### config.mk
export PLATFORM = sky130hd
export DESIGN_NAME = fcw_front
export DESIGN_NICKNAME = d
export VERILOG_FILES = /design/src/hdl/fcw_pkg.sv /design/src/hdl/fcw_front.sv
export SDC_FILE = /design/constraint.sdc
export NUM_CORES = 1
export LEC_CHECK = 0
export ABC_AREA = 1
export BUFFER_PORTS_ARGS = -buffer_cell sky130_fd_sc_hd__buf_2
export CAP_MARGIN = 5
export CORE_ASPECT_RATIO = 0.75
export CORE_MARGIN = 2
export CORE_UTILIZATION = 56
export CTS_CLUSTER_SIZE = 16
export DETAILED_ROUTE_END_ITERATION = 8
export PLACE_DENSITY = 0.86
export SETUP_SLACK_MARGIN = 0.4
export SYNTH_ARGS = -nofsm -noshare
export SYNTH_HDL_FRONTEND = slang
export SYNTH_SLANG_ARGS = --single-unit
### constraint.sdc
create_clock -name clock -period 6.05 [get_ports clock]
set_input_delay 0.605 -clock clock [delete_from_list [all_inputs] [get_ports clock]]
set_output_delay 0.605 -clock clock [all_outputs]
set_load 0.02 [all_outputs]
### src/hdl/fcw_pkg.sv
// Shared constants, types and helper functions for the FAT12 cluster chain walker.
// No dependencies; every other file of the block but fcw_ram imports this package.
`default_nettype none

package fcw_pkg;

   localparam int FAT_BYTES   = 6144;
   localparam int COPY_LIMIT  = 4095;
   localparam int MAX_RESULTS = 8;
   localparam int QUEUE_DEPTH = 2;

   localparam int INDEX_W     = 13;
   localparam int BYTE_W      = 8;
   localparam int CLUSTER_W   = 12;
   localparam int SIZE_W      = 32;
   localparam int OFFSET_W    = 32;
   localparam int COUNT_W     = 12;
   localparam int SECTOR_W    = 16;
   localparam int SPC_W       = 8;
   localparam int BPS_W       = 13;
   localparam int CSR_DATA_W  = 16;
   localparam int CSR_INDEX_W = 2;

   localparam int BANK_DEPTH      = (FAT_BYTES + 1) / 2;
   localparam int BANK_AW         = $clog2(BANK_DEPTH);
   localparam int RESULT_W        = $clog2(MAX_RESULTS);
   localparam int QPTR_W          = $clog2(QUEUE_DEPTH);
   localparam int QCOUNT_W        = $clog2(QUEUE_DEPTH + 1);
   localparam int REL_SECTOR_W    = CLUSTER_W + SPC_W;
   localparam int ABS_SECTOR_W    = REL_SECTOR_W + 1;
   localparam int CLUSTER_BYTES_W = SPC_W + BPS_W;

   localparam logic [CLUSTER_W-1:0] FIRST_DATA_CLUSTER = CLUSTER_W'(2);
   localparam logic [CLUSTER_W-1:0] CHAIN_END_MIN      = 12'hFF8;
   localparam logic [COUNT_W-1:0]   COPY_LIMIT_VALUE   = COUNT_W'(COPY_LIMIT);

   localparam logic [SECTOR_W-1:0] RESET_DATA_START = SECTOR_W'(33);
   localparam logic [SPC_W-1:0]    RESET_SPC        = SPC_W'(1);
   localparam logic [BPS_W-1:0]    RESET_BPS        = BPS_W'(512);

   typedef enum logic [1:0] {
      REASON_MORE  = 2'd0,
      REASON_CHAIN = 2'd1,
      REASON_SIZE  = 2'd2,
      REASON_LIMIT = 2'd3
   } end_reason_type;

   typedef enum logic [CSR_INDEX_W-1:0] {
      CSR_DATA_START      = 2'd0,
      CSR_CLUSTER_SECTORS = 2'd1,
      CSR_SECTOR_SIZE     = 2'd2
   } csr_index_type;

   typedef struct packed {
      logic [SECTOR_W-1:0] data_start_sector;
      logic [SPC_W-1:0]    cluster_sectors;
      logic [BPS_W-1:0]    sector_size;
   } cfg_type;

   typedef struct packed {
      logic                 is_walk;
      logic                 write_ok;
      logic [INDEX_W-1:0]   fat_index;
      logic [BYTE_W-1:0]    fat_byte;
      logic [CLUSTER_W-1:0] start_cluster;
      logic [SIZE_W-1:0]    file_len;
   } item_type;

   typedef struct packed {
      logic                 strobe;
      logic [OFFSET_W-1:0]  byte_offset;
      logic [COUNT_W-1:0]   byte_count;
      logic [CLUSTER_W-1:0] cluster_number;
      end_reason_type       end_reason;
      logic                 last;
   } result_type;

   // chain test first, then size, then copy limit
   function automatic end_reason_type stop_reason(
      input logic [CLUSTER_W-1:0] cluster,
      input logic [COUNT_W-1:0]   done,
      input logic [SIZE_W-1:0]    size
   );
      end_reason_type reason;
      priority if (cluster < FIRST_DATA_CLUSTER || cluster >= CHAIN_END_MIN) begin
         reason = REASON_CHAIN;
      end else if (SIZE_W'(done) >= size) begin
         reason = REASON_SIZE;
      end else if (done >= COPY_LIMIT_VALUE) begin
         reason = REASON_LIMIT;
      end else begin
         reason = REASON_MORE;
      end
      return reason;
   endfunction

endpackage

`default_nettype wire

### src/hdl/fcw_front.sv
// Front end: takes requests, tags them as table write or walk, and queues them.
// Depends on fcw_pkg.
`default_nettype none

module fcw_front (
   input  wire logic                           clock,
   input  wire logic                           reset,
   input  wire logic                           start,
   output logic                                busy,
   input  wire logic                           req_operation,
   input  wire logic [fcw_pkg::INDEX_W-1:0]    req_fat_index,
   input  wire logic [fcw_pkg::BYTE_W-1:0]     req_fat_byte,
   input  wire logic [fcw_pkg::CLUSTER_W-1:0]  req_start_cluster,
   input  wire logic [fcw_pkg::SIZE_W-1:0]     req_file_len,
   input  wire logic                           item_pop,
   output logic                                item_valid,
   output fcw_pkg::item_type                   item
);
   import fcw_pkg::*;

   item_type             slot_ff [QUEUE_DEPTH];
   logic [QPTR_W-1:0]    wr_ptr_ff;
   logic [QPTR_W-1:0]    rd_ptr_ff;
   logic [QCOUNT_W-1:0]  fill_ff;
   logic                 push;
   item_type             item_in;

   assign busy       = (fill_ff == QCOUNT_W'(QUEUE_DEPTH));
   assign push       = start && !busy;
   assign item_valid = (fill_ff != '0);
   assign item       = slot_ff[rd_ptr_ff];

   always_comb begin
      item_in.is_walk       = req_operation;
      // writes past the table are flagged here and dropped in the back end
      item_in.write_ok      = (req_fat_index < INDEX_W'(FAT_BYTES));
      item_in.fat_index     = req_fat_index;
      item_in.fat_byte      = req_fat_byte;
      item_in.start_cluster = req_start_cluster;
      item_in.file_len      = req_file_len;
   end

   always_ff @(posedge clock) begin
      if (push) begin
         slot_ff[wr_ptr_ff] <= item_in;
      end
      if (reset) begin
         wr_ptr_ff <= '0;
         rd_ptr_ff <= '0;
         fill_ff   <= '0;
      end else begin
         if (push) begin
            wr_ptr_ff <= (wr_ptr_ff == QPTR_W'(QUEUE_DEPTH - 1)) ? '0 : wr_ptr_ff + 1'b1;
         end
         if (item_pop) begin
            rd_ptr_ff <= (rd_ptr_ff == QPTR_W'(QUEUE_DEPTH - 1)) ? '0 : rd_ptr_ff + 1'b1;
         end
         if (push && !item_pop) begin
            fill_ff <= fill_ff + 1'b1;
         end else if (item_pop && !push) begin
            fill_ff <= fill_ff - 1'b1;
         end
      end
   end

endmodule

`default_nettype wire

==> results.json <==
{
  "routabilityCongestion": 0.724,
  "crit_path_max_fanout": 67,
  "antenna_found_initial": 0,
  "leakage_nw": 2.59,
  "hold_path_depth": 1,
  "drv_slew": 0,
  "pre_cts_ws_ns": 3.27,
  "ys_ff_latch": 139,
  "antenna_cells": 0,
  "crit_cells": 2,
  "synth-edff-count": 134,
  "max_stage_delay_ns": 1.04,
  "critPathCaptureType": "output pin",
  "tightest_slew_ns": 1.07,
  "peakVddDrop_mv": 0.256,
  "drt-initial-drc-count": 188,
  "grt_pass1_wl_um": 13300,
  "drive_gt1_share_pct": 58.6,
  "fin_crit_ns": 2.71,
  "grt_max_degree": 68,
  "clkLatencyLatePin_ns": 0.41,
  "crit_arrival_ns": 2.11,
  "maxSlewHeadroom_pct": 28.4,
  "num_vias": 2653,
  "drc": 0,
  "synth_nets": 315,
  "status": "finished, final reports clean",
  "seqPwrFrac_pct": 45.8,
  "cp_top_family": "flip-flops",
  "yosysWarningCount": 0,
  "p_clk_share_pct": 41.8,
  "syn_avg_cell_area_sq_um": 21.3,
  "yosysTopAreaCellShare_pct": 77.6,
  "grt-ovfl-total": 0,
  "firstDrtPassIters": 4,
  "core_sq_um": 9010,
  "seq_area_frac_synth_pct": 79.5,
  "max_freq_mhz": 369,
  "start_util_pct": 57.6,
  "post-cts-setup-buffers": 0,
  "row_count": 30,
  "netlist_area_sq_um": 5190,
  "finalClockSkew_ns": 0.00805,
  "chipWidth_um": 115,
  "path_cells": "mux2_2, buf_2",
  "synthTopCellsByCount": "edfxtp_1 (134), mux2_2 (37), mux2_4 (30)",
  "yosysUniqueCellTypes": 16,
  "syn_to_final_growth_pct": 27.7,
  "p_sw_mw": 0.585,
  "portBuffers": 138,
  "num_io_pins": 139,
  "synth_ff_type": "edfxtp_1",
  "die_h_um": 87.3,
  "grt_pass1_vias": 2693,
  "cts_buffers": 17,
  "maxCapViolations": 0,
  "cts_hold_buf": 0,
  "clk_pin_slew_ns": 0.06,
  "critPathBufInv": 1,
  "required_ns": 5.44,
  "h-tree-depth": 4,
  "fin_util_pct": 73.5,
  "post-synth-top-count-cell": "edfxtp_1",
  "power.density_nw_per_um2": 392,
  "cp-start-kind": "flip-flop",
  "min_period_over_period_pct": 44.8,
  "p_int_mw": 2.01,
  "synthTopCellsByArea": "edfxtp_1 (78%), mux2_4 (8.7%), mux2_2 (8.0%)",
  "syn_inst": 244,
  "cts_root_buffer": "clkbuf_16",
  "hold_class": "input pin to flip-flop",
  "grtUsageTotal_pct": 18.5,
  "cp_slowest_cell": "dfxtp_4",
  "antenna_left": 0,
  "nets": 467,
  "routed_wl_um": 9130,
  "post-route-worst-setup-slack_ns": 3.34,
  "postCtsResizedCells": 0,
  "clock_sinks": 139,
  "cts_tree": "yes",
  "p_sw_share_pct": 22.6,
  "via_per_inst": 5.10,
  "reg2reg_depth": 4,
  "wl_per_cell_um": 17.6,
  "synth_area_leader_cell": "edfxtp_1",
  "rsz0062_at_grt": "false",
  "dp_hpwl_um": 5870,
  "synthArstFlopShare_pct": 0,
  "nFillCells": 539,
  "clock_path_buffers": 2,
  "pwr-share-comb_pct": 12.3,
  "die_area_sq_um": 10100,
  "setup_viol": 0,
  "path_class": "flip-flop to output pin",
  "final_hold_viol_count": 0,
  "finalSetupTns_ns": 0
}
routing by layer:
| layer | vias up | global-route usage [%] | routed length [um] |
|---|---|---|---|
| met1 | 1284 | 22.3 | 3880 |
| met2 | 109 | 29.4 | 4360 |
| met3 | 9 | 8.63 | 800 |
| met5 | - | 0 | 0 |
| li1 | 1251 | - | - |
| met4 | 0 | 7.23 | 92 |
state kept, by name (all words and copies together), names as in the netlist, named ones only:
| name | cells |
|---|---|
| fill_ff | 2 |
| rd_ptr_ff | 1 |
| wr_ptr_ff | 1 |
| slot_ff | 134 |
through the flow:
stage / total power [mW] / instances / cell area [sq um] / hold slack, ns
3_5_place_dp: 1.53 / 489 / 5990 / 0.514
5_1_grt: 2.69 / 520 / 6620 / 0.363
4_1_cts: 2.62 / 520 / 6620 / 0.368
3_3_place_gp: 1.52 / 489 / 5990 / 0.494
6_report: 2.59 / 520 / 6620 / 0.385
2_1_floorplan: 1.42 / 244 / 5190 / 0.476
placed cells by master, fill, tap and decap left out, drive strengths merged, types with 3 or more instances in the layout:
cell type and n:
edfxtp 134, mux2 67, clkbuf 17, clkinv 5, dfxtp 5, nor2 8, buf 140, inv 9
bufinv 5, o21ai 3, clkinvlp 4, nand2 6
worst paths after layout:
path,start,endpoint,slack [ns]
worst max register to register,fill_ff[1],slot_ff[0][41],3.57
worst min-delay path,req_fat_index[0],slot_ff[0][52],0.38
worst min register to register,rd_ptr_ff,flip-flop,0.53
worst max-delay path,flip-flop,item[56],3.34
power groups by stage:
stage	registers, mW	clock network, mW	logic, mW
final	1.19	1.09	0.320
after floorplan	1.19	0	0.231
after detailed placement	1.21	0	0.322
after global routing	1.20	1.15	0.344
after CTS	1.19	1.10	0.324
after global placement	1.20	0	0.316
layout make-up:
cell class,count,area [sq um],area share (%)
clock buffers,17,425,6.42
inverters,9,33.8,0.510
multi-input cells,89,987,14.9
repair buffers,140,706,10.7
clock inverters,14,203,3.06
well taps,112,140,2.12
flip-flops and latches,139,4130,62.3
logic make-up (layout without fill, tap and decap cells):
group | count (synthesis) | in the layout | share of synthesized area, %
muxes | 67 | 67 | 16.7
xor gates and xnor gates | 1 | 1 | 0.169
AOI/OAI and AO/OA | 4 | 4 | 0.386
adders and majority gates | 1 | 1 | 0.241
and+or+nand+nor | 16 | 16 | 1.23
DFF | 139 | 139 | 79.5
buffers and inverters | 16 | 180 | 1.74
Note: power is estimated with default switching activity, not from simulation.
